$ cat src/dali_pkg.sv
// Shared types, register map and codes for the DALI frame transceiver.
package dali_pkg;

   // Command kinds carried on the request tuser
   localparam logic [1:0] FUNC_TICK = 2'd0;
   localparam logic [1:0] FUNC_SEND = 2'd1;
   localparam logic [1:0] FUNC_RECV = 2'd2;

   // Event kinds carried on the response tuser
   localparam logic [1:0] EV_NONE       = 2'd0;
   localparam logic [1:0] EV_FRAME_SENT = 2'd1;
   localparam logic [1:0] EV_BYTE_RECV  = 2'd2;
   localparam logic [1:0] EV_TIMEOUT    = 2'd3;

   // Register indexes (byte address is four times the index)
   localparam logic [2:0] REG_TX_HALF    = 3'd0;
   localparam logic [2:0] REG_RX_BIT     = 3'd1;
   localparam logic [2:0] REG_RX_HALF    = 3'd2;
   localparam logic [2:0] REG_RX_QUARTER = 3'd3;
   localparam logic [2:0] REG_STOP       = 3'd4;
   localparam logic [2:0] REG_TICKS_MS   = 3'd5;

   // Register reset values
   localparam logic [11:0] TX_HALF_RST    = 12'd410;
   localparam logic [11:0] RX_BIT_RST     = 12'd833;
   localparam logic [11:0] RX_HALF_RST    = 12'd416;
   localparam logic [11:0] RX_QUARTER_RST = 12'd208;
   localparam logic [15:0] STOP_RST       = 16'd3332;
   localparam logic [15:0] TICKS_MS_RST   = 16'd1000;

   // Forward frame length: start bit, address byte, data byte
   localparam int unsigned FRAME_BITS = 17;

   typedef struct packed {
      logic [11:0] tx_half_ticks;
      logic [11:0] rx_bit_ticks;
      logic [11:0] rx_half_ticks;
      logic [11:0] rx_quarter_ticks;
      logic [15:0] stop_ticks;
      logic [15:0] ticks_per_ms;
   } dali_cfg_type;

   typedef struct packed {
      logic [1:0]  func;
      logic [7:0]  frame_address;
      logic [7:0]  frame_data;
      logic [15:0] wait_ms;
      logic        rx_level;
   } dali_cmd_type;

   typedef struct packed {
      logic       tx_level;
      logic       busy_res;
      logic [1:0] event_res;
      logic [7:0] rx_data;
   } dali_rsp_type;

endpackage

$ cat src/dali_engine.sv
// Transmit and receive sequencer: state registers and next-state logic for one word.
module dali_engine (
   input  logic                  clock,
   input  logic                  reset,
   input  logic                  step,
   input  dali_pkg::dali_cmd_type cmd,
   input  dali_pkg::dali_cfg_type cfg,
   output dali_pkg::dali_rsp_type result
);
   import dali_pkg::*;

   localparam logic [2:0] PH_IDLE      = 3'd0;
   localparam logic [2:0] PH_TX_BITS   = 3'd1;
   localparam logic [2:0] PH_TX_STOP   = 3'd2;
   localparam logic [2:0] PH_RX_HIGH   = 3'd3;
   localparam logic [2:0] PH_RX_LOW    = 3'd4;
   localparam logic [2:0] PH_RX_SAMPLE = 3'd5;
   localparam logic [2:0] PH_RX_FINAL  = 3'd6;

   localparam logic [4:0] LAST_BIT = 5'(FRAME_BITS - 1);
   localparam logic [4:0] FRAME_END = 5'(FRAME_BITS);

   logic [2:0]  phase_ff, phase_in;
   logic [15:0] tick_count_ff, tick_count_in;
   logic [4:0]  bit_index_ff, bit_index_in;
   logic        second_half_ff, second_half_in;
   logic [16:0] tx_bits_ff, tx_bits_in;
   logic [7:0]  rx_bits_ff, rx_bits_in;
   logic [31:0] wait_elapsed_ff, wait_elapsed_in;
   logic [31:0] wait_limit_ff, wait_limit_in;
   logic        drive_ff, drive_in;

   logic [15:0] tick_inc;
   logic [31:0] wait_inc;
   logic [4:0]  bit_next;
   logic [13:0] first_target;
   logic [15:0] sample_target;
   logic [1:0]  event_code;
   logic [7:0]  byte_out;

   // Frame bit at a given position, MSB first; zero past the end of the frame.
   function automatic logic frame_bit(input logic [16:0] bits, input logic [4:0] idx);
      logic [4:0] pos;
      pos = LAST_BIT - idx;
      frame_bit = (idx < FRAME_END) ? bits[pos] : 1'b0;
   endfunction

   // Saturating counters and sample targets.
   assign tick_inc      = (tick_count_ff != 16'hFFFF) ? tick_count_ff + 16'd1 : tick_count_ff;
   assign wait_inc      = (wait_elapsed_ff != 32'hFFFF_FFFF) ? wait_elapsed_ff + 32'd1
                                                              : wait_elapsed_ff;
   assign bit_next      = bit_index_ff + 5'd1;
   assign first_target  = 14'(cfg.rx_bit_ticks) + 14'(cfg.rx_half_ticks)
                        + 14'(cfg.rx_quarter_ticks);
   assign sample_target = (bit_index_ff == 5'd0) ? 16'(first_target) : 16'(cfg.rx_bit_ticks);

   // Next state for the word presented this cycle.
   always_comb begin
      phase_in        = phase_ff;
      tick_count_in   = tick_count_ff;
      bit_index_in    = bit_index_ff;
      second_half_in  = second_half_ff;
      tx_bits_in      = tx_bits_ff;
      rx_bits_in      = rx_bits_ff;
      wait_elapsed_in = wait_elapsed_ff;
      wait_limit_in   = wait_limit_ff;
      drive_in        = drive_ff;
      event_code      = EV_NONE;
      byte_out        = 8'd0;
      if (cmd.func == FUNC_SEND && phase_ff == PH_IDLE) begin
         tx_bits_in     = {1'b1, cmd.frame_address, cmd.frame_data};
         bit_index_in   = 5'd0;
         second_half_in = 1'b0;
         tick_count_in  = 16'd0;
         drive_in       = 1'b1;
         phase_in       = PH_TX_BITS;
      end else if (cmd.func == FUNC_RECV && phase_ff == PH_IDLE) begin
         wait_limit_in   = 32'(cmd.wait_ms) * 32'(cfg.ticks_per_ms);
         wait_elapsed_in = 32'd0;
         phase_in        = PH_RX_HIGH;
      end else if (cmd.func == FUNC_TICK) begin
         case (phase_ff)
            PH_TX_BITS: begin
               tick_count_in = tick_inc;
               if (tick_inc >= 16'(cfg.tx_half_ticks)) begin
                  tick_count_in = 16'd0;
                  if (!second_half_ff) begin
                     second_half_in = 1'b1;
                     drive_in       = ~frame_bit(tx_bits_ff, bit_index_ff);
                  end else begin
                     second_half_in = 1'b0;
                     bit_index_in   = bit_next;
                     if (bit_next >= FRAME_END) begin
                        phase_in = PH_TX_STOP;
                        drive_in = 1'b0;
                     end else begin
                        drive_in = frame_bit(tx_bits_ff, bit_next);
                     end
                  end
               end
            end
            PH_TX_STOP: begin
               tick_count_in = tick_inc;
               if (tick_inc >= cfg.stop_ticks) begin
                  tick_count_in = 16'd0;
                  phase_in      = PH_IDLE;
                  event_code    = EV_FRAME_SENT;
               end
            end
            PH_RX_HIGH, PH_RX_LOW: begin
               wait_elapsed_in = wait_inc;
               if (phase_ff == PH_RX_HIGH && cmd.rx_level) begin
                  phase_in = PH_RX_LOW;
               end else if (phase_ff == PH_RX_LOW && !cmd.rx_level) begin
                  phase_in      = PH_RX_SAMPLE;
                  tick_count_in = 16'd0;
                  bit_index_in  = 5'd0;
                  rx_bits_in    = 8'd0;
               end else if (wait_inc >= wait_limit_ff) begin
                  phase_in   = PH_IDLE;
                  event_code = EV_TIMEOUT;
               end
            end
            PH_RX_SAMPLE: begin
               tick_count_in = tick_inc;
               if (tick_inc >= sample_target) begin
                  tick_count_in = 16'd0;
                  rx_bits_in    = {rx_bits_ff[6:0], cmd.rx_level};
                  bit_index_in  = bit_next;
                  if (bit_next >= 5'd8) begin
                     phase_in = PH_RX_FINAL;
                  end
               end
            end
            PH_RX_FINAL: begin
               tick_count_in = tick_inc;
               if (tick_inc >= 16'(cfg.rx_bit_ticks)) begin
                  tick_count_in = 16'd0;
                  phase_in      = PH_IDLE;
                  event_code    = EV_BYTE_RECV;
                  byte_out      = rx_bits_ff;
               end
            end
            default: begin
            end
         endcase
      end
   end

   // Control state is cleared by reset; the shift and limit registers need none.
   always_ff @(posedge clock) begin
      if (reset) begin
         phase_ff        <= PH_IDLE;
         tick_count_ff   <= 16'd0;
         bit_index_ff    <= 5'd0;
         second_half_ff  <= 1'b0;
         wait_elapsed_ff <= 32'd0;
         drive_ff        <= 1'b0;
      end else if (step) begin
         phase_ff        <= phase_in;
         tick_count_ff   <= tick_count_in;
         bit_index_ff    <= bit_index_in;
         second_half_ff  <= second_half_in;
         wait_elapsed_ff <= wait_elapsed_in;
         drive_ff        <= drive_in;
      end
   end

   always_ff @(posedge clock) begin
      if (step) begin
         tx_bits_ff    <= tx_bits_in;
         rx_bits_ff    <= rx_bits_in;
         wait_limit_ff <= wait_limit_in;
      end
   end

   // Result of this word, taken by the output register in the top level.
   assign result.tx_level  = drive_in;
   assign result.busy_res  = (phase_in != PH_IDLE);
   assign result.event_res = event_code;
   assign result.rx_data   = byte_out;

   // The transmit index never runs past the frame while bits are being sent.
   a_tx_index: assert property (@(posedge clock) disable iff (reset)
      phase_ff == PH_TX_BITS |-> bit_index_ff < FRAME_END)
      else $error("transmit bit index beyond frame");

   // The receive index stays within the byte while sampling.
   a_rx_index: assert property (@(posedge clock) disable iff (reset)
      phase_ff == PH_RX_SAMPLE |-> bit_index_ff < 5'd8)
      else $error("receive bit index beyond byte");

   // The bus is released whenever no bits are being sent.
   a_release: assert property (@(posedge clock) disable iff (reset)
      phase_ff != PH_TX_BITS |-> !drive_ff)
      else $error("bus driven outside of frame bits");

   // A command while busy leaves the sequencer where it was.
   a_busy_cmd: assert property (@(posedge clock) disable iff (reset)
      (step && cmd.func != FUNC_TICK && phase_ff != PH_IDLE)
      |=> phase_ff == $past(phase_ff))
      else $error("command disturbed a busy sequencer");

endmodule

$ cat src/dali_frame_transceiver_core.sv
// Top level of the DALI frame transceiver: stream ports, register port, output register.
//
//   channel  | direction | payload
//   ---------+-----------+-----------------------------------------------------
//   req_     | in        | tuser func; tdata address, data, wait_ms, rx_level
//   rsp_     | out       | tuser event_res; tdata tx_level, busy_res, rx_data
//   csr_     | in/out    | six timing registers at byte addresses 0x00 to 0x14
//
// The sequencer computes the result of each word in the cycle
// it is accepted and the result register holds it for the response side.
// One response word per request word, so a new word is taken in every cycle
// unless a response is waiting and rsp_tready is low.
// Synchronous reset returns the sequencer to idle and the registers to their
// default timing; a stalled response holds its word until it is taken.
module dali_frame_transceiver_core (
   input  logic        clock,
   input  logic        reset,
   // Request stream
   input  logic        req_tvalid,
   output logic        req_tready,
   input  logic [39:0] req_tdata,  // frame_address[7:0], frame_data[15:8],
                                   // wait_ms[31:16], rx_level[32], zero fill
   input  logic [1:0]  req_tuser,  // func[1:0]
   // Response stream
   output logic        rsp_tvalid,
   input  logic        rsp_tready,
   output logic [15:0] rsp_tdata,  // tx_level[0], busy_res[1], rx_data[9:2], zero fill
   output logic [1:0]  rsp_tuser,  // event_res[1:0]
   // Register port
   input  logic        csr_psel,
   input  logic        csr_penable,
   input  logic        csr_pwrite,
   input  logic [4:0]  csr_paddr,
   input  logic [31:0] csr_pwdata,
   output logic [31:0] csr_prdata,
   output logic        csr_pready
);
   import dali_pkg::*;

   dali_cfg_type cfg_ff;
   dali_cmd_type cmd;
   dali_rsp_type result;
   logic         step;
   logic         csr_write;
   logic [2:0]   csr_index;
   logic         rsp_valid_ff;
   logic [15:0]  rsp_tdata_ff;
   logic [1:0]   rsp_tuser_ff;

   // Register port: writes complete in the access cycle.
   assign csr_pready = 1'b1;
   assign csr_write  = csr_psel && csr_penable && csr_pwrite && csr_pready;
   assign csr_index  = csr_paddr[4:2];

   always_ff @(posedge clock) begin
      if (reset) begin
         cfg_ff.tx_half_ticks    <= TX_HALF_RST;
         cfg_ff.rx_bit_ticks     <= RX_BIT_RST;
         cfg_ff.rx_half_ticks    <= RX_HALF_RST;
         cfg_ff.rx_quarter_ticks <= RX_QUARTER_RST;
         cfg_ff.stop_ticks       <= STOP_RST;
         cfg_ff.ticks_per_ms     <= TICKS_MS_RST;
      end else if (csr_write) begin
         case (csr_index)
            REG_TX_HALF:    cfg_ff.tx_half_ticks    <= csr_pwdata[11:0];
            REG_RX_BIT:     cfg_ff.rx_bit_ticks     <= csr_pwdata[11:0];
            REG_RX_HALF:    cfg_ff.rx_half_ticks    <= csr_pwdata[11:0];
            REG_RX_QUARTER: cfg_ff.rx_quarter_ticks <= csr_pwdata[11:0];
            REG_STOP:       cfg_ff.stop_ticks       <= csr_pwdata[15:0];
            REG_TICKS_MS:   cfg_ff.ticks_per_ms     <= csr_pwdata[15:0];
            default: begin
            end
         endcase
      end
   end

   // Register read-back.
   always_comb begin
      case (csr_index)
         REG_TX_HALF:    csr_prdata = 32'(cfg_ff.tx_half_ticks);
         REG_RX_BIT:     csr_prdata = 32'(cfg_ff.rx_bit_ticks);
         REG_RX_HALF:    csr_prdata = 32'(cfg_ff.rx_half_ticks);
         REG_RX_QUARTER: csr_prdata = 32'(cfg_ff.rx_quarter_ticks);
         REG_STOP:       csr_prdata = 32'(cfg_ff.stop_ticks);
         REG_TICKS_MS:   csr_prdata = 32'(cfg_ff.ticks_per_ms);
         default:        csr_prdata = 32'd0;
      endcase
   end

   // Unpack the request word.
   assign cmd.func          = req_tuser;
   assign cmd.frame_address = req_tdata[7:0];
   assign cmd.frame_data    = req_tdata[15:8];
   assign cmd.wait_ms       = req_tdata[31:16];
   assign cmd.rx_level      = req_tdata[32];

   // A word is taken whenever the response register is free or being emptied.
   assign req_tready = !rsp_valid_ff || rsp_tready;
   assign step       = req_tvalid && req_tready;

   dali_engine u_engine (
      .clock  (clock),
      .reset  (reset),
      .step   (step),
      .cmd    (cmd),
      .cfg    (cfg_ff),
      .result (result)
   );

   // Response register.
   always_ff @(posedge clock) begin
      if (reset) begin
         rsp_valid_ff <= 1'b0;
      end else if (req_tready) begin
         rsp_valid_ff <= req_tvalid;
      end
   end

   always_ff @(posedge clock) begin
      if (step) begin
         rsp_tdata_ff <= {6'd0, result.rx_data, result.busy_res, result.tx_level};
         rsp_tuser_ff <= result.event_res;
      end
   end

   assign rsp_tvalid = rsp_valid_ff;
   assign rsp_tdata  = rsp_tdata_ff;
   assign rsp_tuser  = rsp_tuser_ff;

endmodule

$ cat config.mk
export PLATFORM = sky130hd
export DESIGN_NAME = dali_frame_transceiver_core
export DESIGN_NICKNAME = d
export VERILOG_FILES = /design/src/dali_pkg.sv /design/src/dali_engine.sv /design/src/dali_frame_transceiver_core.sv
export SDC_FILE = /design/constraint.sdc
export NUM_CORES = 1
export LEC_CHECK = 0
export BUFFER_PORTS_ARGS = -buffer_cell sky130_fd_sc_hd__buf_4
export CAP_MARGIN = 25
export CORE_MARGIN = 4
export CORE_UTILIZATION = 32
export CTS_CLUSTER_SIZE = 28
export DETAILED_ROUTE_END_ITERATION = 12
export PLACE_DENSITY = 0.56
export SYNTH_ARGS = -nofsm -noshare
export SYNTH_HDL_FRONTEND = slang
export SYNTH_SLANG_ARGS = --single-unit
$ cat constraint.sdc
create_clock -name clock -period 10.41 [get_ports clock]
set_input_delay 2.082 -clock clock [delete_from_list [all_inputs] [get_ports clock]]
set_output_delay 2.082 -clock clock [all_outputs]
set_load 0.1 [all_outputs]
==> results.md <==
* Initial antenna violation count at 0
* CTS Buffer Depth at 3
* Syn Area/Cell at 8.68 sq um
* Die area at 0.0713 sq mm
* Max Fclk at 124 MHz
* Via count at 17100
* Crit path max-delay family: adder cells
* Die Y at 267 um
* YS warnings at 0
* CP Buf/Inv Count at 6
* Pre-CTS setup slack at 1.81 ns
* Fin. Hold Viols at 0
* Post-CTS Setup Bufs at 0
* Clk sinks at 207
* Register Area at 0.00482 sq mm
* Unrepaired setup endpoints after global routing: no
* First drt pass iteration count at 6
* Flop-to-flop setup slack at 3.22 ns
* WL/cell at 16.6 um
* Global route overflow at 0
* Mapped Area at 0.0215 sq mm
* Crit path top cell by count: fa_1
* CP endpoint kind: flip-flop
* Minimum clock period after layout at 8.08 ns
* H-Tree Level Count at 1
* ANT nets after route at 0
* Fill count at 6767
* Total CTS buffers at 26
* Layout Cells excl Fill at 3377
* IO Port Bufs at 90
* CP peak stage delay at 0.66 ns
* Slew at the pin closest to its max-slew limit at 0.930 ns
* Fin nets at 2999
* Root buffer cell: clkbuf_16
* CP startpoint: req_tdata[23]
* Yosys reg bits at 207
* Crit path cell chain: buf_4 > nand2_1 > fa_1 > inv_1 > fa_1 > inv_1 > fa_1 > inv_1 > fa_1 > inv_1 > fa_1 > inv_1 > fa_1 > ha_1 > nand2_1 > o21ai_0 > a2111oi_0 > o31ai_1 > nand4_1 > a41oi_1 > a21o_1 > a21oi_1 > xnor2_1
* Number of synthesized flops with an enable pin at 68
* Starting DRT DRC Count at 1105
* Cts hold-fix bufs at 0
* Worst-case reg-to-reg path depth at 22
* Dpl cells at 3327
* Critical Path Start Type: primary input
* TritonCTS clock tree: done
* GRT Util Overall at 15.5%
* Hold depth at 2
* Worst rel slew slack at 37.9%
* Clock-pin slew on the worst setup and hold paths at 0.06 ns
* Detailed Place HPWL at 43.7 mm
* Share of cells above drive strength 1 at 7.68%
* Max-Cap Viols at 0
* ANT cells at 0
* Final Wtd Congestion at 0.858
* WS Path Type: in2reg
* P&R area growth vs syn at 10.5%
* Initial Util at 32.5%
* Rows at 94
* Yosys cell types at 78
* Skew final at 0.0102 ns
* Run status: finished clean
* Pwr Density at 147 mW/mm^2
* Leak pwr at 0.0111 uW
* Crit-path max FO at 16
* Clock Latency Late Sink at 0.55 ns
* I/O pins at 139
* Multi-input gate area at 0.0149 sq mm
* PnR worst setup slack at 2.33 ns
* Max Slew Vio Count at 0
* VDD IR-drop max at 0.162 mV
* Worst R2R Start: cfg_ff[4]
* Final Cycle Share at 77.6%
* Min-delay src: cfg_ff[19]
* WP depth at 23
* Core ar. at 0.0661 sq mm
* Largest net degree at the start of global routing at 100
* Slowest library cell on the worst path: o31ai_1
* Vias per Instance at 5.08
* Post-synthesis sequential area ratio at 22.5%
* Vias in the first global route at 17300
* Most frequent cells in the layout: 390 x nand2_1, 313 x inv_1, 224 x ha_1
* Residual DRC at 0
* Asr flop ratio synth at 0%
* Required time of the worst setup path at 10.71 ns
* Worst Hold Class: reg2reg
* Overall die width at 267 um
* Setup Viol. Count Final at 0
* Worst Path Arrival at 8.38 ns
* Resize count post-CTS at 0
* First-pass GRT wire length at 90.7 mm
* Commonest non-fill, non-tap cell in the layout: nand2_1
* TNS Setup at 0 ns
* WL final at 56.0 mm
* Gate Count Post-Synth at 2473
* Prevailing post-synth register cell: dfxtp_1
-- report_power, final --
part           switching [uW]  internal [uW]
clock                     366            562
sequential               18.9            934
combinational             936            670
-- kinds of logic (layout without fill, tap and decap cells) --
| logic type | after synthesis | after routing | share of synthesized area, % |
|---|---|---|---|
| DFF | 207 | 207 | 22.5 |
| and+or+nand+nor | 845 | 845 | 18.6 |
| muxes | 59 | 59 | 3.50 |
| AOI/OAI and AO/OA | 393 | 393 | 11.7 |
| other | 2 | 23 | 0.0350 |
| xor gates and xnor gates | 96 | 96 | 3.95 |
| adders and majority gates | 420 | 420 | 31.3 |
| buffers and inverters | 451 | 470 | 8.37 |
-- worst paths after layout --
path                           endpoint
max          u_engine.wait_limit_ff[31]
min reg2reg                  cfg_ff[19]
max reg2reg  u_engine.wait_limit_ff[31]
min                          cfg_ff[19]
-- per-stage QoR --
stage	power, uW	hold WS (ns)	instance area [sq um]	utilization (%)
6_report	3490	0.458	23700	35.9
5_1_grt	3780	0.474	23700	35.9
4_1_cts	3540	0.456	23700	35.8
3_5_place_dp	2590	0.448	22800	34.5
3_3_place_gp	2550	0.444	22800	34.5
2_1_floorplan	2240	0.436	21500	-
-- worst min-delay path, delay by kind of cell, from the launching register on --
| family | cells | cell delay (ns) |
|---|---|---|
| and+or+nand+nor | 1 | 0.05 |
| DFF | 1 | 0.31 |
| AOI/OAI and AO/OA | 1 | 0.05 |
-- synth_stat cells (5+ instances only) --
cell type | number | area (sq um)
edfxtp_1 | 68 | 2040
nor2b_1 | 15 | 93.8
fa_1 | 196 | 3920
or2_2 | 10 | 62.6
a31oi_1 | 13 | 81.3
a22o_1 | 7 | 61.3
a211oi_1 | 11 | 82.6
mux2_2 | 8 | 90.1
o221ai_1 | 6 | 52.6
a311oi_1 | 6 | 52.6
a21oi_1 | 133 | 666
o21bai_1 | 7 | 52.6
buf_1 | 6 | 22.5
ha_1 | 224 | 2800
xnor2_1 | 70 | 613
or3_1 | 7 | 43.8
a21o_1 | 31 | 233
nand4_1 | 21 | 131
and3_1 | 20 | 125
nor4_1 | 7 | 43.8
nor3_1 | 34 | 170
nand2b_1 | 16 | 100
a2111oi_0 | 5 | 43.8
mux2i_1 | 39 | 390
o211ai_1 | 11 | 82.6
nand3b_1 | 15 | 113
mux4_2 | 12 | 270
clkbuf_1 | 102 | 383
o22ai_1 | 10 | 62.6
o31ai_1 | 13 | 97.6
xor2_1 | 25 | 219
o21a_1 | 10 | 75.1
o21ai_0 | 65 | 325
and2_1 | 108 | 676
and4_1 | 8 | 70.1
nor2_1 | 136 | 510
inv_1 | 313 | 1170
nand2_1 | 390 | 1460
a22oi_1 | 25 | 188
dfxtp_1 | 139 | 2780
a211o_1 | 14 | 123
nand3_1 | 36 | 180
buf_4 | 24 | 180
-- flip-flops by register name, indices dropped and copies added, names as in the netlist --
register                  flops
u_engine.phase_ff             3
u_engine.wait_elapsed_ff     32
rsp_tdata                    10
rsp_tuser                     2
u_engine.drive_ff             1
u_engine.bit_index_ff         5
cfg_ff                       80
rsp_tvalid                    1
u_engine.rx_bits_ff           8
u_engine.wait_limit_ff       32
u_engine.second_half_ff       1
u_engine.tick_count_ff       16
u_engine.tx_bits_ff          16
-- metal layers --
metal | share of wire (%) | vias up | global-route usage [%]
li1 | - | 8225 | -
met3 | 5.1 | 75 | 1.95
met1 | 48 | 8442 | 22.2
met2 | 45 | 397 | 24.9
met4 | 2.0 | 0 | 3.60
met5 | 0 | - | 0
-- area by class of cell --
cell class / count / area share, %
sequential: 207 / 20.3
clock buffer: 35 / 3.06
multi-input combinational: 1836 / 62.9
timing repair buffer: 108 / 3.50
tap: 864 / 4.56
clock inverter: 13 / 0.628
inverter: 314 / 4.97
Power figures use the tool's default switching activity.
